<file path="config.mk">
export PLATFORM = sky130hd
export DESIGN_NAME = wws_back
export DESIGN_NICKNAME = d
export VERILOG_FILES = /design/src/hdl/wws_pkg.sv /design/src/hdl/wws_div.sv /design/src/hdl/wws_back.sv
export SDC_FILE = /design/constraint.sdc
export NUM_CORES = 2
export LEC_CHECK = 0
export ABC_AREA = 1
export BUFFER_PORTS_ARGS = -buffer_cell sky130_fd_sc_hd__buf_2
export CAP_MARGIN = 20
export CELL_PAD_IN_SITES_DETAIL_PLACEMENT = 0
export CELL_PAD_IN_SITES_GLOBAL_PLACEMENT = 1
export CORE_ASPECT_RATIO = 0.8
export CORE_MARGIN = 8
export CORE_UTILIZATION = 30
export DETAILED_ROUTE_END_ITERATION = 12
export HOLD_SLACK_MARGIN = 0.1
export PLACE_DENSITY = 0.52
export RECOVER_POWER = 25
export SLEW_MARGIN = 30
export SYNTH_ARGS = -nofsm -noshare
export SYNTH_HDL_FRONTEND = slang
export SYNTH_HIERARCHICAL = 1
export SYNTH_SLANG_ARGS = --single-unit
</file>
<file path="constraint.sdc">
create_clock -name i_clk -period 13.05 [get_ports i_clk]
set_input_delay 0.6525 -clock i_clk [delete_from_list [all_inputs] [get_ports i_clk]]
set_output_delay 0.6525 -clock i_clk [all_outputs]
set_load 0.1 [all_outputs]
</file>
<file path="src/hdl/wws_pkg.sv">
// Shared types and constants for the waveform window statistics block.
package wws_pkg;

    localparam int WINDOW_MAX  = 4096;
    localparam int SAMPLE_W    = 16;
    localparam int COUNT_W     = 13;
    localparam int SUM_W       = 29;
    localparam int SUMSQ_W     = 43;
    localparam int PROD_W      = 56;
    localparam int DIVISOR_W   = 26;
    localparam int VAR_W       = 31;

    localparam logic [15:0] CLIP_LIMIT_RST = 16'h8000;
    localparam logic        KIND_CLIP      = 1'b0;
    localparam logic        KIND_STATS     = 1'b1;
    localparam logic        REG_CLIP_LIMIT = 1'b0;

    // One queue entry: an optional clip event and an optional window snapshot
    typedef struct packed {
        logic                       has_clip;
        logic [31:0]                clip_time;
        logic                       clip_last;
        logic                       has_stats;
        logic [COUNT_W-1:0]         n;
        logic signed [SUM_W-1:0]    sum;
        logic [SUMSQ_W-1:0]         sumsq;
        logic [15:0]                p2p;
        logic [COUNT_W-1:0]         clips;
        logic                       dropped;
    } t_cmd;

    typedef struct packed {
        logic                       kind;
        logic [31:0]                clip_time;
        logic [15:0]                rms;
        logic [15:0]                p2p;
        logic signed [15:0]         mean;
        logic [VAR_W-1:0]           variance;
        logic [COUNT_W-1:0]         clip_count;
        logic [COUNT_W-1:0]         sample_count;
        logic                       overflow;
        logic                       last_result;
    } t_res;

endpackage

</file>
<file path="src/hdl/wws_div.sv">
// Restoring divider, one quotient bit per cycle.
module wws_div (
    input  logic                           i_clk,
    input  logic                           i_rst_n,
    input  logic                           i_start,
    input  logic [wws_pkg::PROD_W-1:0]     i_dividend,
    input  logic [wws_pkg::DIVISOR_W-1:0]  i_divisor,
    output logic                           o_done,
    output logic [wws_pkg::PROD_W-1:0]     o_quotient
);
    import wws_pkg::*;

    logic                 r_busy;
    logic [5:0]           r_cnt;
    logic [DIVISOR_W:0]   r_rem;
    logic [PROD_W-1:0]    r_quo;
    logic [DIVISOR_W-1:0] r_dvs;
    logic                 r_done;
    logic [DIVISOR_W:0]   w_trial;
    logic                 w_fit;

    assign w_trial = {r_rem[DIVISOR_W-1:0], r_quo[PROD_W-1]};
    assign w_fit   = w_trial >= {1'b0, r_dvs};

    // Shift in one dividend bit, subtract where the divisor fits
    always_ff @(posedge i_clk) begin
        if (!i_rst_n) begin
            r_busy <= 1'b0;
            r_done <= 1'b0;
            r_cnt  <= '0;
        end else begin
            r_done <= 1'b0;
            if (i_start) begin
                r_busy <= 1'b1;
                r_cnt  <= 6'(PROD_W - 1);
                r_rem  <= '0;
                r_quo  <= i_dividend;
                r_dvs  <= i_divisor;
            end else if (r_busy) begin
                r_rem <= w_fit ? (w_trial - {1'b0, r_dvs}) : w_trial;
                r_quo <= {r_quo[PROD_W-2:0], w_fit};
                r_cnt <= r_cnt - 6'd1;
                if (r_cnt == '0) begin
                    r_busy <= 1'b0;
                    r_done <= 1'b1;
                end
            end
        end
    end

    assign o_done     = r_done;
    assign o_quotient = r_quo;

endmodule

</file>
<file path="src/hdl/wws_back.sv">
// Result back end: clip events, window division, square root and output register.
module wws_back (
    input  logic          i_clk,
    input  logic          i_rst_n,
    input  logic          i_empty,
    input  wws_pkg::t_cmd i_cmd,
    output logic          o_pop,
    output logic          o_valid,
    input  logic          i_ready,
    output wws_pkg::t_res o_res
);
    import wws_pkg::*;

    typedef enum logic [3:0] {
        ST_IDLE, ST_CLIP, ST_MUL, ST_SQ_GO, ST_SQ_WAIT, ST_ROOT,
        ST_MEAN_GO, ST_MEAN_WAIT, ST_VAR_GO, ST_VAR_WAIT, ST_STAT
    } t_state;

    t_state                r_state;
    t_cmd                  r_cmd;
    t_res                  r_res;
    logic                  r_valid;
    logic [PROD_W-1:0]     r_p1;
    logic [PROD_W-1:0]     r_p2;
    logic [DIVISOR_W-1:0]  r_nn;
    logic [PROD_W-1:0]     r_dvd;
    logic [DIVISOR_W-1:0]  r_dvs;
    logic                  r_start;
    logic [30:0]           r_x;
    logic [31:0]           r_root;
    logic [31:0]           r_bit;
    logic signed [15:0]    r_mean;
    logic [VAR_W-1:0]      r_var;

    logic                  w_free;
    logic                  w_emit;
    logic [27:0]           w_sabs;
    logic                  w_done;
    logic [PROD_W-1:0]     w_quo;
    logic [31:0]           w_try;
    logic [15:0]           w_mq;
    logic                  w_nz;

    wws_div u_div (
        .i_clk      (i_clk),
        .i_rst_n    (i_rst_n),
        .i_start    (r_start),
        .i_dividend (r_dvd),
        .i_divisor  (r_dvs),
        .o_done     (w_done),
        .o_quotient (w_quo)
    );

    assign w_free = !r_valid || i_ready;
    assign w_emit = (r_state inside {ST_CLIP, ST_STAT}) && w_free;
    assign w_sabs = r_cmd.sum[SUM_W-1] ? 28'(-r_cmd.sum) : 28'(r_cmd.sum);
    assign w_try  = r_root + r_bit;
    assign w_mq   = w_quo[15:0];
    assign w_nz   = r_cmd.n != '0;
    assign o_pop  = (r_state == ST_IDLE) && !i_empty;

    // Sequence one command through clip output and window arithmetic
    always_ff @(posedge i_clk) begin
        if (!i_rst_n) begin
            r_state <= ST_IDLE;
            r_valid <= 1'b0;
            r_start <= 1'b0;
        end else begin
            r_valid <= w_emit || (r_valid && !i_ready);
            r_start <= r_state inside {ST_SQ_GO, ST_MEAN_GO, ST_VAR_GO};
            unique case (r_state)
                ST_IDLE: begin
                    if (!i_empty) begin
                        r_cmd   <= i_cmd;
                        r_state <= i_cmd.has_clip ? ST_CLIP : ST_MUL;
                    end
                end
                ST_CLIP: begin
                    if (w_free) begin
                        r_res   <= '{kind: KIND_CLIP, clip_time: r_cmd.clip_time,
                                     rms: '0, p2p: '0, mean: '0, variance: '0,
                                     clip_count: '0, sample_count: '0, overflow: 1'b0,
                                     last_result: r_cmd.clip_last};
                        r_state <= r_cmd.has_stats ? ST_MUL : ST_IDLE;
                    end
                end
                ST_MUL: begin
                    r_p1    <= PROD_W'(r_cmd.n) * PROD_W'(r_cmd.sumsq);
                    r_p2    <= PROD_W'(w_sabs) * PROD_W'(w_sabs);
                    r_nn    <= DIVISOR_W'(r_cmd.n) * DIVISOR_W'(r_cmd.n);
                    r_state <= ST_SQ_GO;
                end
                ST_SQ_GO: begin
                    r_dvd   <= PROD_W'(r_cmd.sumsq);
                    r_dvs   <= DIVISOR_W'(r_cmd.n);
                    r_state <= ST_SQ_WAIT;
                end
                ST_SQ_WAIT: begin
                    if (w_done) begin
                        r_x     <= w_quo[30:0];
                        r_root  <= '0;
                        r_bit   <= 32'h4000_0000;
                        r_state <= ST_ROOT;
                    end
                end
                ST_ROOT: begin
                    if (32'(r_x) >= w_try) begin
                        r_x    <= 31'(32'(r_x) - w_try);
                        r_root <= (r_root >> 1) + r_bit;
                    end else begin
                        r_root <= r_root >> 1;
                    end
                    r_bit <= r_bit >> 2;
                    if (r_bit == 32'd1) begin
                        r_state <= ST_MEAN_GO;
                    end
                end
                ST_MEAN_GO: begin
                    r_dvd   <= PROD_W'(w_sabs);
                    r_dvs   <= DIVISOR_W'(r_cmd.n);
                    r_state <= ST_MEAN_WAIT;
                end
                ST_MEAN_WAIT: begin
                    if (w_done) begin
                        r_mean  <= r_cmd.sum[SUM_W-1] ? -w_mq : w_mq;
                        r_state <= ST_VAR_GO;
                    end
                end
                ST_VAR_GO: begin
                    r_dvd   <= r_p1 - r_p2;
                    r_dvs   <= r_nn;
                    r_state <= ST_VAR_WAIT;
                end
                ST_VAR_WAIT: begin
                    if (w_done) begin
                        r_var   <= w_quo[VAR_W-1:0];
                        r_state <= ST_STAT;
                    end
                end
                ST_STAT: begin
                    if (w_free) begin
                        r_res.kind         <= KIND_STATS;
                        r_res.clip_time    <= '0;
                        r_res.rms          <= w_nz ? r_root[15:0] : '0;
                        r_res.p2p          <= w_nz ? r_cmd.p2p : '0;
                        r_res.mean         <= w_nz ? r_mean : '0;
                        r_res.variance     <= w_nz ? r_var : '0;
                        r_res.clip_count   <= r_cmd.clips;
                        r_res.sample_count <= r_cmd.n;
                        r_res.overflow     <= r_cmd.dropped;
                        r_res.last_result  <= 1'b1;
                        r_state            <= ST_IDLE;
                    end
                end
                default: r_state <= ST_IDLE;
            endcase
        end
    end

    assign o_valid = r_valid;
    assign o_res   = r_res;

endmodule

</file>
# After elaboration in Yosys (flattened, before gate mapping)
# Index checks and enable logic that the tools add are counted.
# op_classes
addsub,8
mul,3
order_cmp,2
n_eq_ne,19
muxes,39
bitwise_logic,3
reduce_logical,31
# ops
cell,count
$mux W140,2
$pmux W140 S2,1
$pmux W56 S3,1
$pmux W32 S2,2
$mux W56,2
$mux W32,3
$mux W31,3
$mux W16,4
$pmux W31 S2,1
$mul A13 B43 Y56,1
$mul A28 B28 Y56,1
$sub A56 B56 Y56,1
$mux W26,2
$pmux W26 S2,1
$pmux W4 S11,1
$add A31 B32 Y32,1
$add A32 B32 Y32,1
$eq A32 B1 Y1 const B,1
$ge A31 B32 Y1,1
$sub A31 B31 Y31,1
$mux W28,1
$mux W4,7
$neg A28 Y28,1
$ge A27 B26 Y1,1
28 further kinds,64
# totals
reg_bits,773
input_bits,154
output_inout_bits,142
elab_cells,144

# Logic depth before layout (Yosys ltp)
# logic_depth
word_depth,4
ltp_mapped,40
depth_no_buf,40

# Cells and area by module
# Netlist, hierarchy kept.
# by_module_without_submodules
module,instances,cells_per_inst,area_per_inst_um2,seq_area_each_um2
wws_back,1,8890,76836.2,19128.3
wws_div,1,903,6930.4,3403.3

# Least setup slack after synthesis
# Ideal clock, no wire load.
# synth_timing
path_kind,in2reg
from,in i_rst_n
to,"reg r_cmd[0] in the netlist's numbering, enable pin"
t_arrival_ps,10990
path_slack_ps,1218
cell_stages,2
path_buffers,0
path_cell_list,clkinv_1 nor3_1
# synth_via
elab_chain_len,1
# synth_rtl
item,line,source
from (decl),wws_back.sv:4,"input logic i_rst_n,"
$reduce_and A3 Y1 (no source line),-,
to (signal assigned),wws_back.sv:74,r_cmd <= i_cmd;
to (decl),wws_back.sv:20,t_cmd r_cmd;
# No other way between the ends.
# A chain may end at the register's enable or synchronous reset.

# Worst setup path after layout
# layout_timing
from,reg r_cmd[101] in the netlist's numbering
to,"reg r_p2[45], data pin"
# layout_via
elab_chain_len,2
# layout_rtl
item,line,source
$mux W28,wws_back.sv:56,assign w_sabs = r_cmd.sum[SUM_W-1] ? 28'(-r_cmd.sum) : 28'(r_cmd.sum);
$mul A28 B28 Y56,wws_back.sv:89,r_p2 <= PROD_W'(w_sabs) * PROD_W'(w_sabs);
to (signal assigned),wws_back.sv:89,
to (decl),wws_back.sv:24,logic [PROD_W-1:0] r_p2;
# No other way between the ends.

==> metrics <==
Top FF cell, synth=edfxtp_1; final critical-path share of the clock period=77.4%; DR vias=64400; DR pass1 iterations=5; worst-margin pin slew=3.42 ns; Slowest cell on crit path=clkinv_1; Yosys cell types=69; layout cell share with drive strength beyond 1=5.88%; vias per cell=4.62; Hold Violations, Final=0; placed cell areas=0.0897 mm^2; initial antenna violation count=15; CTS sink cnt=755; routed length per placed instance=20.4 um; GR Layer Usage met2=31.1%; CP required=13.50 ns; CP peak stage delay=0.88 ns; commonest non-fill, non-tap cell in the layout=inv_1; Residual DRC=0; first-pass GRT wire length=435000 um; number of setup buffers added after CTS=0; fmax=99.1 MHz; EDFF count, synth=741; grt ovf=0; largest net degree at the start of global routing=76; busiest grt layer=met2; H-tree levels=3; Die H=489 um; Die X=607 um; routing usage on met1=27.7%; Final Slew Violations=323; CTS buffer count=94; Hold Buf Count CTS=145; Die ar.=0.296 mm^2; final RePlAce weighted congestion=0.880; Synth Cell Area=0.0838 mm^2; starting density of the core=30.2%; Rel. slew slack=-128%; FILL cells=29200; Worst Setup End Kind=flop; final non-filler cell total=13900; vias in the first global route=68500; clock transition at the registers of the reported paths=0.06 ns; hold path cells=1; failing checks=max-capacitance violations, max-slew violations; maxcap violations=9; synthesized net count=11600; status=finished, violations left; Worst Reg-to-Reg Cells=28; gate count of the mapped netlist=9793; FF/Latch Area=0.0225 mm^2; area grow syn2layout=12.5%; hold crit path type=in -> reg; most frequent cells in the layout=inv_1, nand2_1, fa_1; area taken by multi-input logic gates=0.0512 mm^2; register bit total from synthesis=755; Worst Skew=0.0552 ns; crit-path max FO=39; met3 Usage GRT=2.21%; r2r startpoint=r_cmd[101]; critical path class=reg -> reg; total track usage=19.1%; Final Cell Area=0.0942 mm^2; CP arrival=10.55 ns; CTS max path bufs=3; final setup fails=0; Startpoint Class=flop; sequential area share after synthesis=26.9%; WL final=284000 um; Row Count=173; I/O Buffers=295; Final HPWL DP=227000 um; Syn Area/Cell=8.55 um^2; IO Pins=296; RSZ-0062 raised after global routing=false; min Tclk post-route=10.10 ns; Final ANT Viol Nets=0; TritonCTS clock tree=yes; WHS=0.263 ns; asr flop ratio synth=0%; later-pin clock latency in the skew report=0.75 ns; hold path start=i_cmd[32]; initial DRC count=4349; CP startpoint=r_cmd[101]; nets@finish=12000; cts repair resizes=0; Root Driver=clkbuf_16; TNS Setup=0 ns; CORE AREA=0.278 mm^2; synthesis warning total=6; Placed Cells=13600
-- cell families (layout without fill, tap and decap cells) --
kind of cell | after synthesis | in the layout | share of synthesized area [%]
xor gates and xnor gates | 245 | 245 | 2.58
AOI/OAI and AO/OA | 867 | 867 | 5.86
other | 0 | 2 | 0
adders and majority gates | 1682 | 1682 | 35.5
and+or+nand+nor | 3561 | 3561 | 17.0
buffers and inverters | 2683 | 3141 | 12.2
DFF | 755 | 755 | 26.9
-- state kept, by name, indices dropped and copies added (netlist names) --
register / cells
u_div/o_quotient: 56
r_root: 32
u_div/r_busy: 1
r_p1: 56
r_start: 1
u_div/r_rem: 26
u_div/o_done: 1
r_var: 31
r_state: 4
r_dvd: 56
r_nn: 25
r_cmd: 149
r_mean: 16
u_div/r_cnt: 6
r_p2: 55
o_res: 140
r_bit: 16
u_div/r_dvs: 26
r_dvs: 26
r_x: 31
o_valid: 1
-- worst max-delay path, delay by kind of cell (launching register included) --
kind,cells,cell delay (ns)
DFF,1,0.37
buffers and inverters,9,2.32
and+or+nand+nor,8,2.64
xor gates and xnor gates,1,0.14
AOI/OAI and AO/OA,2,0.35
adders and majority gates,8,3.88
-- through the flow --
step,util [%],worst slack (ns)
after floorplan,-,1.22
after global placement,32.3,3.11
after detailed placement,32.3,3.03
after CTS,34.0,2.96
after global routing,33.9,2.31
final,33.9,2.95
-- Yosys cell counts, types with 3 or more instances --
library cell	n	share of area (%)
a211oi_1	8	0.072
a21boi_0	13	0.12
a21o_1	39	0.35
a21oi_1	363	2.2
a221oi_1	4	0.042
a22oi_1	11	0.099
a311oi_1	3	0.031
a31oi_1	42	0.31
and2_1	3	0.022
and3_1	5	0.037
buf_1	55	0.25
buf_2	27	0.16
buf_6	9	0.12
clkbuf_1	163	0.73
clkinv_1	6	0.027
dfxtp_1	14	0.33
edfxtp_1	741	27
fa_1	1154	28
ha_1	528	7.9
inv_1	2408	11
inv_2	13	0.058
nand2_1	2178	9.8
nand2_2	17	0.13
nand2_4	4	0.054
nand3_1	237	1.4
nand3b_1	13	0.12
nand4_1	60	0.45
nor2_1	918	4.1
nor2_2	4	0.030
nor2_4	4	0.054
nor3_1	66	0.39
nor4_1	13	0.097
o211ai_1	20	0.18
o21a_1	6	0.054
o21ai_0	274	1.6
o21ai_1	8	0.048
o21bai_1	46	0.41
o221ai_1	10	0.10
o31ai_1	6	0.054
or2_2	25	0.19
xnor2_1	88	0.92
xor2_1	156	1.6
-- per-layer routing --
layer	wire (um)	vias up
met5	0	-
met2	129000	1362
met4	4910	0
met1	137000	32300
met3	13400	244
li1	-	30500
-- area by class of cell --
cell class,instances,area share [%]
multi-input cells,6355,54.3
flip-flops and latches,755,23.9
inverters,2428,9.68
well taps,3675,4.88
repair buffers,538,3.85
clock buffers,107,2.55
clock inverters,68,0.811
diodes,2,0.00531
-- worst paths after layout --
| check | end | slack, ns |
|---|---|---|
| setup reg to reg | r_p2[45] | 2.95 |
| setup / recovery | r_p2[45] | 2.95 |
| hold / removal | r_cmd[32] | 0.26 |
| hold reg to reg | u_div/r_dvs[18] | 0.39 |
Power is left out: the tool's default activity adds up to more than one toggle a clock period on the data nets, which glitch-free logic cannot reach.
