===== src/hdl/wws_pkg.sv =====
// Shared types and constants for the waveform window statistics block.
package wws_pkg;

    localparam int WINDOW_MAX  = 4096;
    localparam int SAMPLE_W    = 16;
    localparam int COUNT_W     = 13;
    localparam int SUM_W       = 29;
    localparam int SUMSQ_W     = 43;
    localparam int PROD_W      = 56;
    localparam int DIVISOR_W   = 26;
    localparam int VAR_W       = 31;

    localparam logic [15:0] CLIP_LIMIT_RST = 16'h8000;
    localparam logic        KIND_CLIP      = 1'b0;
    localparam logic        KIND_STATS     = 1'b1;
    localparam logic        REG_CLIP_LIMIT = 1'b0;

    // One queue entry: an optional clip event and an optional window snapshot
    typedef struct packed {
        logic                       has_clip;
        logic [31:0]                clip_time;
        logic                       clip_last;
        logic                       has_stats;
        logic [COUNT_W-1:0]         n;
        logic signed [SUM_W-1:0]    sum;
        logic [SUMSQ_W-1:0]         sumsq;
        logic [15:0]                p2p;
        logic [COUNT_W-1:0]         clips;
        logic                       dropped;
    } t_cmd;

    typedef struct packed {
        logic                       kind;
        logic [31:0]                clip_time;
        logic [15:0]                rms;
        logic [15:0]                p2p;
        logic signed [15:0]         mean;
        logic [VAR_W-1:0]           variance;
        logic [COUNT_W-1:0]         clip_count;
        logic [COUNT_W-1:0]         sample_count;
        logic                       overflow;
        logic                       last_result;
    } t_res;

endpackage


===== src/hdl/wws_front.sv =====
// Sample front end: window accumulators, clip detection and command issue.
module wws_front (
    input  logic                  i_clk,
    input  logic                  i_rst_n,
    input  logic                  i_valid,
    output logic                  o_ready,
    input  logic signed [15:0]    i_sample,
    input  logic [31:0]           i_timestamp,
    input  logic                  i_last,
    input  logic [15:0]           i_clip_limit,
    input  logic                  i_full,
    output logic                  o_push,
    output wws_pkg::t_cmd         o_cmd
);
    import wws_pkg::*;

    logic [COUNT_W-1:0]      r_count;
    logic signed [SUM_W-1:0] r_sum;
    logic [SUMSQ_W-1:0]      r_sumsq;
    logic signed [15:0]      r_max;
    logic signed [15:0]      r_min;
    logic [COUNT_W-1:0]      r_clips;
    logic                    r_drop;

    logic                    w_acc;
    logic                    w_room;
    logic signed [16:0]      w_sext;
    logic [16:0]             w_mag;
    logic [33:0]             w_sq;
    logic                    w_clip;
    logic [COUNT_W-1:0]      n_count;
    logic signed [SUM_W-1:0] n_sum;
    logic [SUMSQ_W-1:0]      n_sumsq;
    logic signed [15:0]      n_max;
    logic signed [15:0]      n_min;
    logic [COUNT_W-1:0]      n_clips;
    logic                    n_drop;
    logic signed [16:0]      w_span;

    assign o_ready = !i_full;
    assign w_acc   = i_valid && !i_full;
    assign w_room  = r_count < COUNT_W'(WINDOW_MAX);
    assign w_sext  = 17'(i_sample);
    assign w_mag   = i_sample[15] ? 17'(-w_sext) : 17'(w_sext);
    assign w_sq    = w_mag * w_mag;
    assign w_clip  = w_room && (w_mag >= {1'b0, i_clip_limit});

    // Window state after this sample
    always_comb begin
        n_count = r_count;
        n_sum   = r_sum;
        n_sumsq = r_sumsq;
        n_max   = r_max;
        n_min   = r_min;
        n_clips = r_clips;
        n_drop  = r_drop;
        if (w_room) begin
            n_count = r_count + COUNT_W'(1);
            n_sum   = r_sum + SUM_W'(i_sample);
            n_sumsq = r_sumsq + SUMSQ_W'(w_sq);
            n_max   = (r_count == '0 || i_sample > r_max) ? i_sample : r_max;
            n_min   = (r_count == '0 || i_sample < r_min) ? i_sample : r_min;
            n_clips = r_clips + COUNT_W'(w_clip);
        end else begin
            n_drop = 1'b1;
        end
    end

    assign w_span = 17'(n_max) - 17'(n_min);

    // Build the command for the back end
    always_comb begin
        o_cmd.has_clip  = w_clip;
        o_cmd.clip_time = i_timestamp;
        o_cmd.clip_last = !i_last;
        o_cmd.has_stats = i_last;
        o_cmd.n         = n_count;
        o_cmd.sum       = n_sum;
        o_cmd.sumsq     = n_sumsq;
        o_cmd.p2p       = w_span[15:0];
        o_cmd.clips     = n_clips;
        o_cmd.dropped   = n_drop;
    end

    assign o_push = w_acc && (w_clip || i_last);

    // Hold accumulators, clear at the end of a window
    always_ff @(posedge i_clk) begin
        if (!i_rst_n) begin
            r_count <= '0;
            r_sum   <= '0;
            r_sumsq <= '0;
            r_max   <= '0;
            r_min   <= '0;
            r_clips <= '0;
            r_drop  <= 1'b0;
        end else if (w_acc) begin
            if (i_last) begin
                r_count <= '0;
                r_sum   <= '0;
                r_sumsq <= '0;
                r_max   <= '0;
                r_min   <= '0;
                r_clips <= '0;
                r_drop  <= 1'b0;
            end else begin
                r_count <= n_count;
                r_sum   <= n_sum;
                r_sumsq <= n_sumsq;
                r_max   <= n_max;
                r_min   <= n_min;
                r_clips <= n_clips;
                r_drop  <= n_drop;
            end
        end
    end

endmodule


===== config.mk =====
export PLATFORM = sky130hd
export DESIGN_NAME = wws_front
export DESIGN_NICKNAME = d
export VERILOG_FILES = /design/src/hdl/wws_pkg.sv /design/src/hdl/wws_front.sv
export SDC_FILE = /design/constraint.sdc
export NUM_CORES = 1
export LEC_CHECK = 0
export ABC_CLOCK_PERIOD_IN_PS = 14400
export BUFFER_PORTS_ARGS = -buffer_cell sky130_fd_sc_hd__buf_2
export CAP_MARGIN = 25
export CORE_MARGIN = 2
export CORE_UTILIZATION = 40
export CTS_CLUSTER_SIZE = 40
export DETAILED_ROUTE_END_ITERATION = 8
export SLEW_MARGIN = 20
export SYNTH_ARGS = -nofsm -noshare
export SYNTH_HDL_FRONTEND = slang
export SYNTH_SLANG_ARGS = --single-unit

===== constraint.sdc =====
create_clock -name i_clk -period 14.4 [get_ports i_clk]
set_input_delay 2.88 -clock i_clk [delete_from_list [all_inputs] [get_ports i_clk]]
set_output_delay 2.88 -clock i_clk [all_outputs]
set_load 0.01 [all_outputs]

* Yosys cells after proc, flatten, opt, wreduce, memory -nomap -nowiden *
Cells that the tools add are included.

storage, ports and cells
  register bits after elaboration = 131
  input bits = 69
  logic and storage cells = 44

cells by class
  $add $sub $neg = 6
  multiply operators = 1
  order comparisons = 4
  mux-type cells = 17
  reduce and logical (&&, ||, !) cells = 9

operator list
  kind                                                             number
  16-bit 2-to-1 mux                                                6
  43-bit 2-to-1 mux                                                2
  29-bit 2-to-1 mux                                                2
  13-bit 2-to-1 mux                                                4
  43-bit by 34-bit adder with 43-bit output                        1
  17-bit by 17-bit multiplier with 34-bit output                   1
  29-bit by 16-bit adder with 29-bit output                        1
  17-bit by 16-bit >= comparator with 1-bit output                 1
  17-bit 2-to-1 mux                                                1
  16-bit negator with 17-bit output                                1
  16-bit greater-than comparator                                   1
  16-bit < comparator                                              1
  16-bit subtractor                                                1
  13-bit by 1-bit adder with 13-bit output                         1
  13-bit by 1-bit adder with 13-bit output, second input constant  1
  13-bit logical NOT                                               1
  13-bit < comparator, second input constant                       1
  1-bit logical AND                                                3
  1-bit logical OR                                                 3
  1-bit logical NOT                                                2
  1-bit 2-to-1 mux                                                 2

* Logic depth before layout (Yosys ltp) *
Gate-level depths: netlist of run 1.

  depth in word-level cells = 7
  mapped depth = 33
  mapped depth without buffers = 30

* Least setup slack after synthesis of run 1 *
No wires, ideal clock.

  path kind = in2out
  start = input i_sample[0]
  end = output o_cmd[61] (netlist name)
  arrival time = 10.155 ns
  slack = 1.365 ns
  stages on the path = 28
  buffers on the path = 2
  path through = clkbuf_1 -> inv_1 -> clkbuf_1 -> ha_1 -> nand3_1 -> o31ai_1 -> xnor2_1 -> clkinv_1 -> nor2_1 -> inv_1 -> fa_1 -> fa_1 -> fa_1 -> inv_1 -> fa_1 -> fa_1 -> inv_1 -> fa_1 -> inv_1 -> ha_1 -> nand3_1 -> nor3_1 -> a221oi_1 -> a21boi_0 -> o31a_1 -> a31oi_1 -> xnor2_1 -> o21ai_0

RTL lines
  element          RTL line         source
  start, declared  wws_front.sv:7   input logic signed [15:0] i_sample,
  end, declared    wws_front.sv:13  output wws_pkg::t_cmd o_cmd

==> results.cfg, run 1 <==
[die]
core_area_mm2 = 0.0476
ios = 221
initial_core_util_pct = 40.4
die_h_um = 223
die-width_um = 223
die-area_mm2 = 0.0499
fp-row-count = 80

[synthesis]
yosysSeqAreaShare_pct = 13.6
ys_warn_count = 0
synthXorXnorAreaFrac_pct = 5.32
synth_compound_area_share_pct = 17.3
synth_cells = 2385
async_reset_ff_share_pct = 0
synth_top_family_by_area = adder cells
ys_types = 70
synthSimpleGateAreaFrac_pct = 13.8
ys.flop_type = dfxtp_1
synth_area_mm2 = 0.0192
synth_seq_cells = 131
synth_adder_area_share_pct = 37.0
synth.area.mux_share_pct = 1.19
avgSynthCellArea_um2 = 8.07
synth_edf_count = 0

[cells_and_area]
nets = 3015
diodes = 0
fill_cells = 4772
final_cell_mix = 428 x inv_1, 242 x nand2_1, 223 x fa_1
layout-drive-gt1-share_pct = 10.5
area_delta_synth_final_pct = 10.3
mostFrequentLayoutCell = inv_1

[timing]
setup_tns_ns = 0
tightest_slew_ns = 0.989
maxSlewViolCount = 0
clock.fmax_ghz = 0.0722
rsz0062_at_grt = no
period_minus_slack_ns = 13.85
fin_skew_ns = 0.0199
hold_violations = 0
setup_violations = 0
fin_crit_sh_pct = 96.2
slew_headroom_pct = 34.1

[worst_setup_path]
reg2reg_slack_ns = 8.20
path_max_fanout = 10
start_kind = input pin
reg2reg_from = r_sumsq[7]
crit_type = input pin to output pin
critPathCaptureType = output pin
cp.required_ns = 11.52
crit_start = i_sample[8]
critPathArrivalTime_ns = 10.97

[detailed_routing]
post_drt_wl_per_cell_um = 18.1
firstDrtPassIters = 7
wl_um = 56700
drt-vias-per-instance = 5.33
route.detailed.drc = 0
drtIter0Drc = 980
ant_nets = 0
vias = 16700

[clock_network]
cts_buffers = 17
htree_levels = 4
holdBufCountCts = 0
cts-root-buf = clkbuf_16
clock_tree.buffer_depth = 2
cts_tree = done
clkSinkCount = 131
insertion_delay_ns = 0.45
clk_pin_slew_worst_paths_ns = 0.06

[global_routing]
grt_use_total_pct = 23.3
grt_pass1_vias = 17200
grt_remaining_overflow = 0
grt_antenna_before_repair = 0
grt_max_degree = 77
grt_pass1_wl_um = 91300

[outcome]
status = finished, final reports clean

[placed_design]
dp_hpwl_um = 45000
place_congestion = 0.895
place.port_buffers = 156

[hold_path]
hold_start = r_max[4]
min_path_type = flip-flop to flip-flop

[run]
cap_viol_max_count = 0
## critical path, cell delays in order
cell and delay [ns]:
buf_2 0.10, or4_1 0.63, or2_2 0.35, o21ai_0 0.19, xor2_1 0.37, inv_2 0.22, nand2_1 0.17, inv_1 0.06
ha_1 0.30, xnor2_1 0.22, fa_1 0.47, fa_1 0.52, inv_1 0.05, fa_1 0.47, fa_1 0.57, inv_1 0.06
fa_1 0.53, inv_1 0.04, ha_1 0.38, a21oi_1 0.36, o21bai_1 0.10, a21o_1 0.21, o311a_1 0.41, a211oi_2 0.47
o31ai_1 0.21, xor2_1 0.37, buf_2 0.21
## layer usage
layer  global-route usage [%]  wire (um)  part of all wire, %
met4                     7.12       1420                  2.5
met1                     29.4      24200                   43
met2                     41.6      27900                   49
met3                     3.12       3230                  5.7
met5                        0          0                    0
## worst paths after layout
path,to,cells after the start
worst min register to register,r_max[4],1
worst min-delay path,r_max[4],1
worst max register to register,r_sumsq[42],21
worst max-delay path,o_cmd[68],27
## area by class of cell
cell class                 instances  area [um^2]  share of cell area [%]
sequential                       131         2630                    12.4
multi-input combinational       1729        14500                    68.5
inverter                         434         1630                    7.69
tap                              615          769                    3.62
timing repair buffer             197         1090                    5.12
clock inverter                     9          104                   0.489
clock buffer                      23          468                    2.20
## Yosys cell counts, types with 25 or more instances
library cell	n	area, um^2
dfxtp_1	131	2620
nor3_1	35	175
and3_1	25	156
a21oi_1	93	465
buf_4	35	263
xnor2_1	68	596
xor2_1	47	412
a21o_1	47	353
o21ai_0	133	666
a22oi_1	67	503
ha_1	213	2670
nor2_1	199	747
fa_1	223	4460
nand2_1	243	912
nand3_1	32	160
inv_1	429	1610
clkbuf_1	88	330
## repair_timing
action | CTS | global route
buffers inserted | 0 | 1
resized for setup | 0 | 2
setup endpoints to repair | 0 | 2
## registers in the layout (all words and copies together), names as in the netlist
name	count
r_clips	13
r_count	13
r_drop	1
r_max	16
r_min	16
r_sum	29
r_sumsq	43
## cells by family (layout without fill, tap and decap cells)
logic type,Yosys count,count (layout)
DFF,131,131
buffers and inverters,564,663
AOI/OAI and AO/OA,504,504
muxes,21,21
xor gates and xnor gates,116,116
and+or+nand+nor,611,611
adders and majority gates,436,436
other,2,41
## metrics by stage
step | utilization (%) | hold WS (ns) | cells | area (um^2) | setup WS [ns]
final | 44.6 | 0.476 | 3138 | 21200 | 0.554
after CTS | 44.5 | 0.475 | 3137 | 21200 | 0.233
after floorplan | - | 0.442 | 2424 | 19400 | 1.37
after detailed placement | 43.3 | 0.459 | 3105 | 20600 | 0.257
after global placement | 43.3 | 0.458 | 3104 | 20600 | 0.352
after global routing | 44.6 | 0.483 | 3138 | 21200 | 0.0923
Power of run 1 is left out: the tool's default activity adds up to more than one toggle a clock period on the data nets, which glitch-free logic cannot reach.
==> run 2, diff against run 1 <==
--- a/config.mk
+++ b/config.mk
@@ -8,10 +8,13 @@
 export ABC_CLOCK_PERIOD_IN_PS = 14400
 export BUFFER_PORTS_ARGS = -buffer_cell sky130_fd_sc_hd__buf_2
 export CAP_MARGIN = 25
+export CELL_PAD_IN_SITES_DETAIL_PLACEMENT = 1
+export CELL_PAD_IN_SITES_GLOBAL_PLACEMENT = 1
 export CORE_MARGIN = 2
 export CORE_UTILIZATION = 40
 export CTS_CLUSTER_SIZE = 40
 export DETAILED_ROUTE_END_ITERATION = 8
+export PLACE_DENSITY_LB_ADDON = 0.1
 export SLEW_MARGIN = 20
 export SYNTH_ARGS = -nofsm -noshare
 export SYNTH_HDL_FRONTEND = slang
==> run 2 against run 1 <==
Global-route usage increased by 2.6 points. Final area about the same. First-iteration DRC count is 33% lower. Maximum frequency is 1.8% lower. Via count grew 0.29%. Non-clock buffer count grew 2. Worst setup slack got worse by 0.25 ns. Wire length increased by 11%. Sequential share of layout area barely moved. Critical path depth is the same. Cell count rose by 0.13%. Largest cell class unchanged.
==> results.cfg, run 2 (same netlist as run 1, synthesis figures left out) <==
[outcome]
status = finished, final reports clean

[detailed_routing]
wl_um = 63100
firstDrtPassIters = 5
drtIter0Drc = 654
drt-vias-per-instance = 5.34
ant_nets = 0
vias = 16800
post_drt_wl_per_cell_um = 20.1
route.detailed.drc = 0

[global_routing]
grt_remaining_overflow = 0
grt_max_degree = 86
grt_pass1_vias = 18200
grt_antenna_before_repair = 4
grt_pass1_wl_um = 101000
grt_use_total_pct = 26.0

[worst_setup_path]
cpPeakStageDelay_ns = 0.57
cp.required_ns = 11.52
endpoint = o_cmd[65]
critPathCaptureType = output pin
reg2reg_depth = 20
critPathArrivalTime_ns = 11.22
cpMostUsedCell = fa_1
crit_type = input pin to output pin
cp.depth = 27
crit_start = i_sample[7]
reg2reg_from = r_sumsq[7]
start_kind = input pin
path_buf_inv = 7
reg2reg_to = r_sumsq[21]
reg2reg_slack_ns = 8.29
cpLargestDelayFamily = adder cells
cp_slowest_cell = fa_1
path_max_fanout = 9

[hold_path]
min_path_type = flip-flop to flip-flop

[clock_network]
cts_tree = done
insertion_delay_ns = 0.46
cts-root-buf = clkbuf_16
holdBufCountCts = 0
clkSinkCount = 131
cts_buffers = 17
htree_levels = 4
clk_pin_slew_worst_paths_ns = 0.06
clock_tree.buffer_depth = 2

[cells_and_area]
largest_register_ffs = 43
layout-drive-gt1-share_pct = 10.7
regMostFlops = r_sumsq
nets = 3017
mostFrequentLayoutCell = inv_1
top_regs = r_sumsq: 43 flops, r_sum: 29 flops
area_delta_synth_final_pct = 10.4
final_cell_mix = 428 x inv_1, 242 x nand2_1, 223 x fa_1

[timing]
period_minus_slack_ns = 14.10
maxSlewViolCount = 0
fin_skew_ns = 0.00885
tightest_slew_ns = 0.993
setup_tns_ns = 0
clock.fmax_ghz = 0.0709
fin_crit_sh_pct = 97.9
rsz0062_at_grt = no
hold_violations = 0
setup_violations = 0
slew_headroom_pct = 33.8

[die]
core_area_mm2 = 0.0476
initial_core_util_pct = 40.4
die_h_um = 223
fp-row-count = 80
ios = 221
die-area_mm2 = 0.0499
die-width_um = 223

[placed_design]
dp_hpwl_um = 50700
place_congestion = 0.875
place.port_buffers = 156

[run]
cap_viol_max_count = 0
==> run 2: per-layer routing <==
metal | share of wire, % | wire (um) | track usage [%]
met1 | 45 | 28200 | 33.2
met2 | 49 | 30700 | 45.4
met3 | 4.1 | 2590 | 3.62
met4 | 2.5 | 1580 | 8.26
met5 | 0 | 0 | 0
==> run 2: worst min-delay path by stage <==
stage          depth (start not counted)        end  slack [ns]  startpoint
2_1_floorplan                          1  r_max[10]        0.44   r_max[10]
3_3_place_gp                           1   r_max[2]        0.46    r_max[2]
3_5_place_dp                           1  r_max[11]        0.46   r_max[11]
4_1_cts                                1   r_max[6]        0.48    r_max[6]
5_1_grt                                1   r_max[6]        0.50    r_max[6]
6_report                               1   r_max[9]        0.48    r_max[9]
==> run 2: cell type report <==
| class | count | area, um^2 |
|---|---|---|
| tap | 615 | 769 |
| fill | 5809 | 26400 |
| antenna | 2 | 5.00 |
| clock inverter | 15 | 145 |
| multi-input combinational | 1729 | 14500 |
| inverter | 434 | 1630 |
| sequential | 131 | 2630 |
| timing repair buffer | 199 | 1100 |
| clock buffer | 17 | 425 |
==> run 2: per-stage QoR <==
stage | cells | utilization, % | setup WS [ns] | hold WS, ns | instance area, um^2
final | 3142 | 44.6 | 0.304 | 0.480 | 21200
after global routing | 3140 | 44.6 | 0.0160 | 0.497 | 21200
after CTS | 3140 | 44.6 | 0.0813 | 0.481 | 21200
after detailed placement | 3108 | 43.4 | 0.137 | 0.462 | 20700
after global placement | 3108 | 43.4 | 0.354 | 0.456 | 20700
after floorplan | 2424 | - | 1.37 | 0.442 | 19400
==> run 2: worst reg2reg max path: stages (launching register included) <==
cell and delay [ns]:
dfxtp_1 0.35, inv_1 0.11, fa_1 0.55, inv_1 0.05, fa_1 0.50, inv_1 0.05, fa_1 0.51, inv_1 0.05
ha_1 0.27, inv_1 0.05, fa_1 0.53, inv_1 0.04, ha_1 0.29, inv_1 0.08, o21ai_0 0.72, a221oi_1 0.34
a21boi_0 0.55, nor2_1 0.14, xor2_1 0.17, o21ai_0 0.47, a22o_1 0.23
==> run 2: timing repair <==
action                                  in CTS  in global routing
resized for setup                            0                  2
endpoints found under the setup margin       0                 14
buffers inserted                             0                  0
Power of run 2 is left out for the same reason.
