## src/hdl/wws_pkg.sv

```systemverilog
// Shared types and constants for the waveform window statistics block.
package wws_pkg;

    localparam int WINDOW_MAX  = 4096;
    localparam int SAMPLE_W    = 16;
    localparam int COUNT_W     = 13;
    localparam int SUM_W       = 29;
    localparam int SUMSQ_W     = 43;
    localparam int PROD_W      = 56;
    localparam int DIVISOR_W   = 26;
    localparam int VAR_W       = 31;

    localparam logic [15:0] CLIP_LIMIT_RST = 16'h8000;
    localparam logic        KIND_CLIP      = 1'b0;
    localparam logic        KIND_STATS     = 1'b1;
    localparam logic        REG_CLIP_LIMIT = 1'b0;

    // One queue entry: an optional clip event and an optional window snapshot
    typedef struct packed {
        logic                       has_clip;
        logic [31:0]                clip_time;
        logic                       clip_last;
        logic                       has_stats;
        logic [COUNT_W-1:0]         n;
        logic signed [SUM_W-1:0]    sum;
        logic [SUMSQ_W-1:0]         sumsq;
        logic [15:0]                p2p;
        logic [COUNT_W-1:0]         clips;
        logic                       dropped;
    } t_cmd;

    typedef struct packed {
        logic                       kind;
        logic [31:0]                clip_time;
        logic [15:0]                rms;
        logic [15:0]                p2p;
        logic signed [15:0]         mean;
        logic [VAR_W-1:0]           variance;
        logic [COUNT_W-1:0]         clip_count;
        logic [COUNT_W-1:0]         sample_count;
        logic                       overflow;
        logic                       last_result;
    } t_res;

endpackage

```

## src/hdl/wws_queue.sv

```systemverilog
// Two-entry command queue between the accumulator front and the result back.
module wws_queue (
    input  logic          i_clk,
    input  logic          i_rst_n,
    input  logic          i_push,
    input  wws_pkg::t_cmd i_cmd,
    output logic          o_full,
    input  logic          i_pop,
    output logic          o_empty,
    output wws_pkg::t_cmd o_cmd
);
    import wws_pkg::*;

    t_cmd       r_mem [2];
    logic       r_wp;
    logic       r_rp;
    logic [1:0] r_cnt;

    // Advance pointers and count on push and pop
    always_ff @(posedge i_clk) begin
        if (!i_rst_n) begin
            r_wp  <= 1'b0;
            r_rp  <= 1'b0;
            r_cnt <= '0;
        end else begin
            if (i_push) begin
                r_wp <= ~r_wp;
            end
            if (i_pop) begin
                r_rp <= ~r_rp;
            end
            r_cnt <= r_cnt + 2'(i_push) - 2'(i_pop);
        end
    end

    always_ff @(posedge i_clk) begin
        if (i_push) begin
            r_mem[r_wp] <= i_cmd;
        end
    end

    assign o_full  = r_cnt == 2'd2;
    assign o_empty = r_cnt == 2'd0;
    assign o_cmd   = r_mem[r_rp];

endmodule

```

## config.mk

```make
export PLATFORM = sky130hd
export DESIGN_NAME = wws_queue
export DESIGN_NICKNAME = d
export VERILOG_FILES = /design/src/hdl/wws_pkg.sv /design/src/hdl/wws_queue.sv
export SDC_FILE = /design/constraint.sdc
export NUM_CORES = 1
export LEC_CHECK = 0
export BUFFER_PORTS_ARGS = -buffer_cell sky130_fd_sc_hd__buf_2
export CAP_MARGIN = 20
export CORE_ASPECT_RATIO = 0.8
export CORE_MARGIN = 3
export CORE_UTILIZATION = 52
export DETAILED_ROUTE_END_ITERATION = 10
export GPL_ROUTABILITY_DRIVEN = 0
export PLACE_DENSITY = 0.86
export RECOVER_POWER = 100
export SLEW_MARGIN = 40
export SYNTH_ARGS = -nofsm -noshare
export SYNTH_HDL_FRONTEND = slang
export SYNTH_SLANG_ARGS = --single-unit
export TNS_END_PERCENT = 1
```

## constraint.sdc

```tcl
create_clock -name i_clk -period 8.62 [get_ports i_clk]
set_input_delay 0.431 -clock i_clk [delete_from_list [all_inputs] [get_ports i_clk]]
set_output_delay 0.431 -clock i_clk [all_outputs]
set_load 0.02 [all_outputs]
```

======== Word-level counts from Yosys, hierarchy flattened ========
Memory sizes are Yosys's and may differ from the RTL's. A register that Yosys moved wholly into a read port is not among the register bits.
Index checks and enable logic that the tools add are counted.
operators by class
  reduce and logical (&&, ||, !) cells .... 1
  eq/ne operators ......................... 1
  $add $sub $neg .......................... 2
  muxes and demuxes ....................... 4
  bitwise gates (word level) .............. 2
operators with widths
  operator                                     count
  1-bit 2-to-1 mux                             4
  2-bit by 1-bit adder with 2-bit output       1
  2-bit == test, second input constant         1
  2-bit logical NOT                            1
  1-bit NOT                                    2
  2-bit by 1-bit subtractor with 2-bit output  1
storage, ports and cells
  bits in writable memories ............... 300
  register bits ........................... 4
  memories kept ........................... 1
  output and inout port bits .............. 152
memory list
  name   depth  bits a word  rd ports  clocked after Yosys merged registers in  wr ports  RTL line         source
  r_mem  2      150          1         1                                        1         wws_queue.sv:14  t_cmd r_mem [2];

======== Logic depth before layout (Yosys ltp) ========
Gate-level depths: netlist (run 1).
  word-level depth ........................ 3
  gate-level depth with buffers ........... 6
  mapped depth without buffers ............ 6

======== Worst setup path before layout (run 1) ========
Ideal clock, no wire load.
  path type ............................... input port to flip-flop
  start ................................... input i_push
  end ..................................... memory r_mem[0][0] (netlist bit), enable pin
  data arrival time ....................... 6.950 ns
  path slack .............................. 0.991 ns
  library setup time ...................... 0.679 ns
  path buffers ............................ 0
  stages .................................. 1
  cells stage by stage .................... nor2b_1
between the ends
  word-level cells in the longest chain between the ends .. 2
ends and longest elaborated chain
  item                                    RTL line         source
  start: declaration                      wws_queue.sv:5   input logic i_push,
  1-bit 2-to-1 mux                        wws_queue.sv:37  if (i_push) begin
  1-bit 2-to-1 mux (not written as such)  wws_queue.sv:38  r_mem[r_wp] <= i_cmd;
  end: declaration                        wws_queue.sv:14
No other way between the ends.

======== Worst setup path in the final report (run 1) ========
  start ................................... register r_wp
  end ..................................... memory r_mem[1][128] (netlist bit), enable pin
RTL lines
  item                      RTL line         source
  start: declaration        wws_queue.sv:15  logic r_wp;
  start signal: assignment  wws_queue.sv:27  r_wp <= ~r_wp;
Straight into the memory's write port.

==> results of run 1 <==
layout make-up:
type,instances,area (um2),share of cell area
tap,269,336.6,0.02452
timing repair buffer,312,1405,0.1024
clock buffer,36,794.5,0.05788
antenna,1,2.502,0.0001823
multi-input combinational,164,1818,0.1324
sequential,305,9109,0.6636
clock inverter,20,254.0,0.01850
inverter,2,7.507,0.0005469
state kept, by name, indices dropped and copies added (netlist names), named ones only:
register and cells:
r_mem 300, r_cnt 2, r_rp 1, r_wp 1
placed cells by master, fill, tap and decap left out:
master	netlist	layout
sky130_fd_sc_hd__and2_0	0	3
sky130_fd_sc_hd__and2_1	4	1
sky130_fd_sc_hd__buf_2	5	175
sky130_fd_sc_hd__buf_6	11	2
sky130_fd_sc_hd__bufinv_16	0	6
sky130_fd_sc_hd__clkbuf_1	0	140
sky130_fd_sc_hd__clkbuf_16	0	31
sky130_fd_sc_hd__clkinv_1	0	5
sky130_fd_sc_hd__clkinv_2	0	6
sky130_fd_sc_hd__clkinv_4	0	2
sky130_fd_sc_hd__clkinvlp_4	0	1
sky130_fd_sc_hd__dfxtp_1	5	5
sky130_fd_sc_hd__diode_2	0	1
sky130_fd_sc_hd__edfxtp_1	300	300
sky130_fd_sc_hd__ha_1	2	2
sky130_fd_sc_hd__inv_1	2	2
sky130_fd_sc_hd__mux2_1	0	104
sky130_fd_sc_hd__mux2_2	50	43
sky130_fd_sc_hd__mux2_4	100	3
sky130_fd_sc_hd__nor2_1	1	1
sky130_fd_sc_hd__nor2b_1	4	4
sky130_fd_sc_hd__o21a_1	1	1
sky130_fd_sc_hd__xnor3_1	1	1
sky130_fd_sc_hd__xor2_1	1	1
power by group through the flow:
stage	logic [uW]	clock network [uW]	registers (uW)
after floorplan	294	0	1770
after CTS	428	1390	1750
after global placement	416	0	1770
after global routing	389	1450	1760
final	361	1360	1750
after detailed placement	425	0	1780
worst max-delay path, cell delays in order, from the launching register on:
cell and delay [ns]:
sky130_fd_sc_hd__dfxtp_1 0.34, sky130_fd_sc_hd__and2_0 0.83, sky130_fd_sc_hd__clkbuf_1 1.10, sky130_fd_sc_hd__clkbuf_1 1.79
kinds of logic (layout without fill, tap and decap cells):
kind of cell	Yosys count	in the layout	share of synthesized area
xor gates and xnor gates	2	2	0.002729
AOI/OAI and AO/OA	1	1	0.0006552
and+or+nand+nor	9	9	0.004693
adders and majority gates	2	2	0.002183
muxes	150	150	0.1801
buffers and inverters	19	370	0.01495
DFF	305	305	0.7947
other	0	1	0
routing by layer:
metal  vias up  GRT usage
met1      2815     0.2276
met3        45    0.05187
met4         2    0.05334
li1       2598          -
met5         -          0
met2       277     0.3086
through the flow:
step	utilization	setup WS, ns	total power (uW)
floorplan	-	0.9909	2069
global placement	0.6245	5.959	2188
detailed placement	0.6263	6.204	2202
CTS	0.6758	5.589	3561
global route	0.6483	3.592	3596
finish	0.6484	4.092	3467
worst max path at each step:
stage,start,endpoint,slack (ns),depth (start not counted)
2_1_floorplan,i_push,r_mem[0][0]$_DFFE_PP_,0.99,1
3_3_place_gp,register,o_cmd[131],5.96,3
3_5_place_dp,register,o_cmd[112],6.20,3
4_1_cts,register,o_cmd[57],5.59,3
5_1_grt,r_wp$_SDFFE_PN0P_,r_mem[1][9]$_DFFE_PP_,3.59,3
6_report,r_wp$_SDFFE_PN0P_,r_mem[1][128]$_DFFE_PP_,4.09,3
==> results, run 1 <==
- The count of placed standard cells in the final layout, fillers left out is 1109.
- The internal power is 2690 uW.
- Detailed placement finished with a half-perimeter wire length of 15.14 mm.
- The required time reported for the critical path endpoint is 8.72 ns.
- For this design the total switching power over the nets is 777.0 uW.
- STA classifies the critical path startpoint as a register.
- Buffers placed on the I/O ports in this run total 305.
- The path type of the worst setup path is register to register.
- The part of the cycle the worst path needs is 0.5253.
- The prevailing post-synth register cell is sky130_fd_sc_hd__edfxtp_1.
- The reg-to-reg endpoint is r_mem[1][128]$_DFFE_PP_.
- During I/O placement, the number of pins put on the boundary was 306.
- After detailed routing, the average wire length per cell comes to 20.53 um.
- In this run, post-CTS repair resized a total of 0 instances.
- The synthesized design contains 305 register bits.
- The analysis attributes to cell leakage a power of 0.004888 uW.
- The share of async-settable or async-resettable flops after synthesis is 0.
- Of the total power, the clock network draws 0.391.
- The kind of end point of the critical path is a register.
- The share of total power dissipated in sequential elements is 0.505.
- The total power per unit cell area is 252.6 mW/mm2.
- Across the run, the number of max-cap violations was 5.
- The total met2 wirelength after detailed routing is 11.19 mm.
- After detailed routing, the met3 layer carries 1.949 mm of wire.
- Derived from the worst setup path, the maximum achievable clock frequency is 220.9 MHz.
- A synthesized cell averages 23.49 um2.
- The net count of the mapped netlist is 644.
- The hold violation total from the final report is 0.
- The area of placed instances is 0.01326 mm2.
- IR analysis of the VDD net gives a maximum drop of 0.1800 mV.
- For this run, the register share of the synthesized area comes to 0.7947.
- The count of distinct cell types in the synthesized netlist is 15.
- In this run the horizontal extent of the chip is 172.0 um.
- The maximum count of clock buffers along a single path is 3.
- The signal arrival time at the worst endpoint is 4.63 ns.
- The number of filler instances in the final layout is 1545.
- The design area is 0.01373 mm2.
- For this configuration, the core starts out at a cell density of 0.5414.
- Setup repair after global routing left no endpoint under its margin.
- The row count is 47.
- The insertion delay to the later sink of the worst-skew pair is 0.53 ns.
- The share of synthesized area in the top cell type comes to 0.7859.
- The initial antenna violation count was 1.
- The path with the worst hold slack has its endpoint at r_mem[0][56]$_DFFE_PP_.
- The combinational cell fraction of total power is 0.104.
- The cell area that synthesis handed to floorplanning was 0.01146 mm2.
- The area growth from synthesis to final layout is 19.76%.
- In this run the clock root is driven by a sky130_fd_sc_hd__clkbuf_16.
- Yosys mapped a number of flops with a built-in enable equal to 300.
- The switching portion of total power is 0.2241.
- Yosys instantiated no cell more often than sky130_fd_sc_hd__edfxtp_1.
- Entering global routing, the biggest net connects 83 pins.
- Clock-pin slew was measured on the worst setup and hold paths at 0.06 ns.
- The clock drives 305 sinks.
- For this run, the total global-route usage over all layers was measured as 0.1815.
- The clock skew after layout is 0.006160 ns.
- The detailed router finished its first iteration with 516 violations.
- The cell count of the worst reg-to-reg path is 3.
- In this run the remaining antenna-violating nets after routing total 0.
- The average via count per standard cell is 5.173.
- For flop-to-flop paths, the worst setup slack is 4.09 ns.
- In the post-synthesis netlist, the biggest area contributors are sky130_fd_sc_hd__edfxtp_1 79%, sky130_fd_sc_hd__mux2_4 13%, sky130_fd_sc_hd__mux2_2 4.9%.
- After technology mapping, the gate count stands at 488.
- The worst hold path belongs to the class input port to register.
- The floorplan step defined a die boundary enclosing 0.02387 mm2.
- In the final design database the tool counted 971 nets.
- Clock tree synthesis inserted a total of 30 buffers.
- The worst pin sits at a relative slew slack of -2.019.
- The first global-routing pass estimated 33.75 mm of wire.
- The area of the core region is 0.02117 mm2.
- CTS built an H-tree with a depth of 1.
- The number of instances in the placed design is 1052.
- The biggest area contributor in the post-synthesis netlist is sky130_fd_sc_hd__edfxtp_1.
- The run finished, with violations left.
- The DRC violation count after routing is 0.
- The chip height is 138.8 um.
- TritonCTS built the clock tree.
- The total via count in the routed design is 5737.
- Of the cells placed in the final design, the portion with a size suffix greater than 1 is 0.3206.
- The checks that failed: max-capacitance violations, max-slew violations.
- The hold slack is 0.08183 ns.
- After clock tree synthesis, the setup repair step added 0 buffers.
- The yosys synthesis warning count is 0.
- Hold repair after CTS inserted 0 buffers.
- The total count of max-transition violations in the final report is 305.
- For this block, the routed nets add up to 22.77 mm of wire.
- The via count of the first global-routing pass came to 6017.
- The cell depth of the worst min-delay path is 1.
- Subtracting the final worst setup slack from the clock period gives 4.528 ns.
- At the pin with the least slew margin, the transition time is 4.529 ns.
- The highest metal layer with signal wires is met5.
- For the final routed database, the setup TNS stands at 0 ns.
- In this run the critical register-to-register path is launched from r_wp$_SDFFE_PN0P_.
- For this run the aggregate overflow at the end of global routing stands at 0.
- Setup violations remaining at the end of the flow were counted as 0.
- The start point of the worst hold path is i_cmd[56].
- The maximum fanout along the worst path is 42.
- For this run, the detailed router's first-pass iteration total came to 4.
- Sorting the synthesized cells by how often they occur yields 300 x sky130_fd_sc_hd__edfxtp_1, 100 x sky130_fd_sc_hd__mux2_4, 50 x sky130_fd_sc_hd__mux2_2, 11 x sky130_fd_sc_hd__buf_6.
- The wire length on met1 is 9.044 mm.
Power figures use the tool's default switching activity.
==> run 2, diff against run 1 <==
- CORE_UTILIZATION: 52 -> 47
- PLACE_DENSITY: 0.86 -> 0.82
- clock period: 8.62 -> 4.05 ns (I/O delays scaled with it)
==> run 2 against run 1 <==
  * The run still ends with max-capacitance violations, max-slew violations left
  * Sequential power is 110% higher
  * Worst hold slack got worse by 0.052 ns
  * Clock power up 110%
  * Die area is 10% higher
  * Sequential cell count did not move
  * Register-to-register slack got worse by 2.8 ns
  * Wire length up 16%
  * Final cell count grew 18%
  * Total power rose by 120%
  * Non-clock buffer count increased by 153
  * First-iteration DRC count down 8.3%
  * Largest cell class unchanged
==> results, run 2 (synthesis gave the netlist of run 1 again) <==
- The run finished, with violations left.
- The checks that failed: max-capacitance violations, max-slew violations.
- The row count is 50 (+6.4%).
- The total overflow reported by the global router was 0 (unchanged).
- The peak supply drop was 0.5155 mV (+190%).
- The number of max-cap violations is 3 (-2).
- More flip-flops sit in one register than any other, and that register is r_mem.
- The top cell types in the final layout, fill and taps aside, are 300 x sky130_fd_sc_hd__edfxtp_1, 187 x sky130_fd_sc_hd__clkbuf_1, 152 x sky130_fd_sc_hd__dlygate4sd3_1.
- The clock skew after layout is 0.02474 ns (+0.01858 ns).
- The share of cells above drive strength 1 is 0.2460 (-0.07465).
- The flip-flop count of the largest register after layout is 300 (unchanged).
- The number of filler instances in the final layout is 1724 (+12%).
- The insertion delay to the later sink of the worst-skew pair came to 0.57 ns (+0.04 ns).
- The count of buffers inserted at the top-level ports is 305 (unchanged).
- The starting density of the core is 0.4834 (-0.05800).
- The hold violation total from the final report is 0 (unchanged).
- The global routing usage on met1 is 0.2419 (+0.01428).
- Setup repair after global routing left no endpoint under its margin.
- The area of the core region is 0.02371 mm2 (+12%).
- The number of DRC markers in iteration 0 is 473 (-8.3%).
- The first-pass iteration count of the detailed router is 4 (unchanged).
- The number of buffers added to fix hold violations after cts is 152 (+152).
- The total power per unit cell area came to 492.5 mW/mm2 (+95%).
- The total via count in the routed design was 6397 (+12%).
- The library cell used most frequently in the layout, excluding fill and tap cells, is sky130_fd_sc_hd__edfxtp_1.
- The required time reported for the critical path endpoint is 3.85 ns (-4.87 ns).
- The count of nets left with antenna violations after detail routing is 0 (unchanged).
- The transition time of the tightest slew-check pin is 2.414 ns (-2.115 ns).
- The leakage power is 0.005450 uW (+11%).
- The total setup buffers inserted after CTS came to 0 (unchanged).
- In this run the worst hold path is classified as input port to register.
- The post-CTS clock slew at the launch and capture registers of the worst setup and hold paths is 0.06 ns (about the same).
- The total count of max-transition violations in the final report is 169 (-45%).
- The footprint of the flip-flops and latches is 0.009110 mm2 (about the same).
- The number of gates given a new drive strength after cts is 0 (unchanged).
- The upper clock frequency limit is 347.9 MHz.
- The largest net degree at the start of global routing is 67 (-19%).
- CTS placed an instance of sky130_fd_sc_hd__clkbuf_16 at the clock tree root.
- The horizontal extent of the die is 180.6 um (+5.0%).
- STA classifies the critical path startpoint as a register.
- The final setup violation count is 0 (unchanged).
- The initial antenna violation count is 1 (unchanged).
- The global routing met2 resource utilization is 0.3424 (+0.03377).
- The average via count per standard cell was 4.902 (-5.2%).
- The hold slack is 0.03005 ns (-0.05178 ns).
- The full die area is 0.02631 mm2 (+10%).
- The TritonCTS sink count is 305 (unchanged).
- The global-route wire length before repair is 40.01 mm (+19%).
- After global routing, the most crowded layer is met2.
- The average wire per cell in the routed design was 20.21 um (-1.6%).
- The design area came to 0.01532 mm2 (+12%).
- The largest registers in the layout are r_mem: 300 flops, r_cnt: 2 flops.
- The signal arrival time at the worst endpoint was 2.67 ns (-1.96 ns).
- The worst relative slew slack was -0.6094 (+1.410).
- The DRC violation count after routing is 0 (unchanged).
- The via count of the first global-routing pass is 6902 (+15%).
- The CTS tree is done.
- The top-level I/O count is 306 (unchanged).
- The global-route usage over all layers is 0.1938 (+0.01238).
- The path type of the worst setup path is register to primary output.
- The HPWL after detailed placement is 14.86 mm (-1.8%).
- The kind of end point of the critical path is a primary output.
- The part of the cycle the worst path needs is 0.7098.
- The final critical delay including setup and external delays is 2.875 ns.
- The area growth from synthesis to final layout is 33.65%.
- The number of H-tree levels is 1 (unchanged).
- The chip height is 145.7 um (+5.0%).
- The final core area utilization is 0.6461 (-0.002283).
- The area of placed instances is 0.01333 mm2 (+0.51%).
- The routing usage on met3 was 0.04473 (-0.007139).
- The final routed wirelength across all metal layers came to 26.38 mm (+16%).
- The net count of the finished layout is 1124 (+16%).
- The aggregate negative setup slack is 0 ns (unchanged).
- The maximum count of clock buffers along a single path is 3 (unchanged).
- The total area of multi-input combinational cells was 0.001873 mm2 (+3.0%).
- The clock buffer count from CTS was 30 (unchanged).
- The maximum fanout along the worst path is 55 (+31%).
run 2: cell types whose count changed in the layout (fill, tap and decap cells not counted), sizes merged:
cell         change
bufinv           -1
dlygate4sd3    +152
buf             -52
clkinvlp         +1
clkbuf          +53
run 2: final timing paths:
| path | cells past startpoint | end | slack (ns) | from |
|---|---|---|---|---|
| worst max register to register | 2 | r_mem[0][14]$_DFFE_PP_ | 1.27 | r_wp$_SDFFE_PN0P_ |
| worst min-delay path | 3 | register | 0.03 | i_pop |
| worst max-delay path | 3 | o_cmd[72] | 1.18 | register |
| worst min register to register | 2 | register | 0.60 | r_rp$_SDFFE_PN0P_ |
run 2: per-layer routing:
metal,up-vias,part of all wire
met5,-,0
met4,0,0.027
li1,2901,-
met3,52,0.076
met2,315,0.51
met1,3129,0.39
run 2: final cells by class:
type | instances | area share
Multi-Input combinational cell | 164 | 0.1223
Clock inverter | 20 | 0.01658
Antenna cell | 1 | 0.0001633
Sequential cell | 305 | 0.5947
Tap cell | 312 | 0.02548
Inverter | 2 | 0.0004900
Clock buffer | 36 | 0.05178
Timing Repair Buffer | 465 | 0.1886
run 2: power breakdown:
| group | total (uW) | internal, uW | switching [uW] |
|---|---|---|---|
| combinational | 917 | 383 | 534 |
| sequential | 3720 | 3660 | 61.5 |
| clock | 2910 | 1720 | 1190 |
run 2: through the flow:
step	total power, uW	std cells	setup WS, ns
final	7545	1305	1.175
after global routing	7812	1305	0.9666
after CTS	7684	1304	1.369
after detailed placement	4686	1096	1.964
after global placement	4663	1096	1.945
after floorplan	4387	488	-0.2825
run 2: critical path, stage by stage (launching register included):
cell	delay, ns
sky130_fd_sc_hd__dfxtp_2	1.08
sky130_fd_sc_hd__buf_12	0.38
sky130_fd_sc_hd__mux2_1	0.40
sky130_fd_sc_hd__buf_2	0.18
==> run 3, diff against run 2 <==
- clock period: 4.05 -> 2.3 ns (I/O delays scaled with it)
==> run 3 against run 2 <==
  * The run now ends clean
  * Sequential power increased by 75%
  * Combinational power increased by 85%
  * Count of clock-buffer cells in the layout increased by 8
  * Critical path type unchanged
==> results, run 3 (synthesis gave the netlist of run 1 again) <==
- The number of gates given a new drive strength after cts is 0 (unchanged).
- The count of buffers inserted at the top-level ports came to 305 (unchanged).
- The chip height came to 145.7 um (unchanged).
- The hold violation total from the final report came to 0 (unchanged).
- The end point of the worst hold path is r_mem[1][129]$_DFFE_PP_.
- The average via count per standard cell was 4.891 (-0.22%).
- The post-CTS clock slew at the launch and capture registers of the worst setup and hold paths is 0.06 ns (about the same).
- The final routed wirelength across all metal layers is 26.00 mm (-1.4%).
- The net count of the finished layout is 1130 (+0.53%).
- The endpoint identified for the worst register-to-register timing path is r_mem[1][101]$_DFFE_PP_.
- The peak supply drop is 0.6819 mV (+32%).
- The cell chosen for the clock root is sky130_fd_sc_hd__clkbuf_16.
- The largest net degree at the start of global routing is 80 (+19%).
- Leaving out fill and tap cells, the most frequent cell in the layout is sky130_fd_sc_hd__edfxtp_1.
- The count of placed standard cells in the final layout, fillers left out was 1312 (+0.54%).
- The global-route wire length before repair is 39.79 mm (-0.55%).
- The global-route usage over all layers is 0.1906 (-0.003203).
- The total overflow reported by the global router is 0 (unchanged).
- The top cell types in the final layout, fill and taps aside, are 300 x sky130_fd_sc_hd__edfxtp_1, 223 x sky130_fd_sc_hd__clkbuf_1, 154 x sky130_fd_sc_hd__dlygate4sd3_1.
- The first-pass iteration count of the detailed router is 4 (unchanged).
- In this run the worst hold path is classified as input port to register.
- The final core area utilization is 0.6446 (-0.001477).
- The least setup slack across all paths after layout came to 0.1557 ns (-1.020 ns).
- The clock period could shrink to 2.144 ns.
- The row count is 50 (unchanged).
- The full die area came to 0.02631 mm2 (unchanged).
- The clock skew after layout is 0.01151 ns (-0.01323 ns).
- The aggregate negative setup slack is 0 ns (unchanged).
- The run finished with clean final reports.
- The final setup violation count was 0 (unchanged).
- The transition time of the tightest slew-check pin is 1.030 ns (-1.384 ns).
- The leakage power was 0.005431 uW (-0.34%).
- The total via count in the routed design came to 6417 (+0.31%).
- The maximum count of clock buffers along a single path was 3 (unchanged).
- The initial antenna violation count was 3 (+2).
- The upper clock frequency limit is 466.4 MHz.
- The setup path with the least slack is of type register to primary output.
- The number of DRC markers in iteration 0 is 339 (-28%).
- The cell depth of the worst min-delay path is 2 (-1).
- The worst relative slew slack is 0.3132 (+0.9226).
- The flip-flop count of the largest register after layout came to 300 (unchanged).
- The launching element type of the critical path is a register.
- The HPWL after detailed placement is 15.18 mm (+2.2%).
- The start point of the worst hold path is i_cmd[129].
- The CTS tree is done.
- The horizontal extent of the die is 180.6 um (unchanged).
- The top-level I/O count is 306 (unchanged).
- The insertion delay to the later sink of the worst-skew pair is 0.54 ns (-0.03 ns).
- Of the available clock period, the critical path in the final layout requires 0.9323.
- The average wire per cell in the routed design is 19.82 um (-2.0%).
- The TritonCTS sink count is 305 (unchanged).
- The signal arrival time at the worst endpoint is 2.03 ns (-0.64 ns).
- The clock buffer count from CTS came to 29 (-3.3%).
- The total chip power is 12550 uW (+66%).
- The via count of the first global-routing pass is 7030 (+1.9%).
- The total count of max-transition violations in the final report was 0 (-100%).
- The starting density of the core came to 0.4834 (unchanged).
- The largest registers in the layout are r_mem: 300 flops, r_cnt: 2 flops.
- The number of instances in the placed design came to 1101 (+0.46%).
- The DRC violation count after routing is 0 (unchanged).
- The area of the core region is 0.02371 mm2 (unchanged).
- The worst slack at placement is 0.7458 ns (-1.218 ns).
- The required time reported for the critical path endpoint was 2.18 ns (-1.67 ns).
- The maximum fanout along the worst path was 26 (-53%).
- Setup repair after global routing left no endpoint under its margin.
- The register ranked first by flip-flop count is r_mem.
- The kind of end point of the critical path is a primary output.
- The number of H-tree levels was 1 (unchanged).
- The cell count of the worst reg-to-reg path came to 2 (unchanged).
- The worst-case register-to-register setup slack is 0.26 ns (-1.01 ns).
- The total power per unit cell area is 821.2 mW/mm2 (+67%).
- The share of cells above drive strength 1 is 0.2407 (-0.005246).
- The count of nets left with antenna violations after detail routing is 0 (unchanged).
- From synthesis to final layout, the design area changed by 33.35%.
- The beginning of the worst register-to-register path is r_wp$_SDFFE_PN0P_.
- The number of max-cap violations is 0 (-3).
run 3: stage by stage:
step	instance area [um2]	hold slack [ns]
after floorplan	11470	0.2139
after global placement	13440	0.3019
after detailed placement	13440	0.3060
after CTS	15840	0.2631
after global routing	15280	0.2669
final	15280	0.2920
run 3: worst max-delay path: stages, from the launching register on:
cell	delay (ns)
sky130_fd_sc_hd__dfxtp_4	0.36
sky130_fd_sc_hd__buf_12	0.21
sky130_fd_sc_hd__clkbuf_4	0.36
sky130_fd_sc_hd__mux2_1	0.38
sky130_fd_sc_hd__buf_2	0.17
run 3: how the worst max path moves through the flow:
stage	endpoint	slack, ns
after floorplan	r_mem[0][0]$_DFFE_PP_	-0.67
after global placement	r_mem[1][43]$_DFFE_PP_	0.79
after detailed placement	o_cmd[57]	0.75
after CTS	o_cmd[57]	0.17
after global routing	o_cmd[4]	0.1
final	o_cmd[57]	0.16
run 3: layout make-up:
class | instances | area (um2)
Antenna cell | 3 | 7.507
Fill cell | 1755 | 8426
Inverter | 2 | 7.507
Sequential cell | 305 | 9112
Clock inverter | 10 | 56.30
Multi-Input combinational cell | 164 | 1977
Tap cell | 312 | 390.4
Timing Repair Buffer | 472 | 2932
Clock buffer | 44 | 802.0
run 3: timing repair:
action / CTS / global route
buffers inserted: 0 / 0
hold buffers: 154 / 0
hold endpoints to repair: 305 / 0
run 3: layer usage:
layer  vias to the layer above  GRT usage  part of all wire
met4                         0    0.05409             0.025
met5                         -          0                 0
met3                        48    0.04423             0.066
li1                       2912          -                 -
met1                      3172     0.2286              0.39
met2                       285     0.3462              0.52
run 3: report_power, final:
group	internal [uW]	total (uW)	switching, uW
registers	6430	6520	82.9
clock network	2410	4330	1930
logic	720	1700	982
total	9560	12600	2990
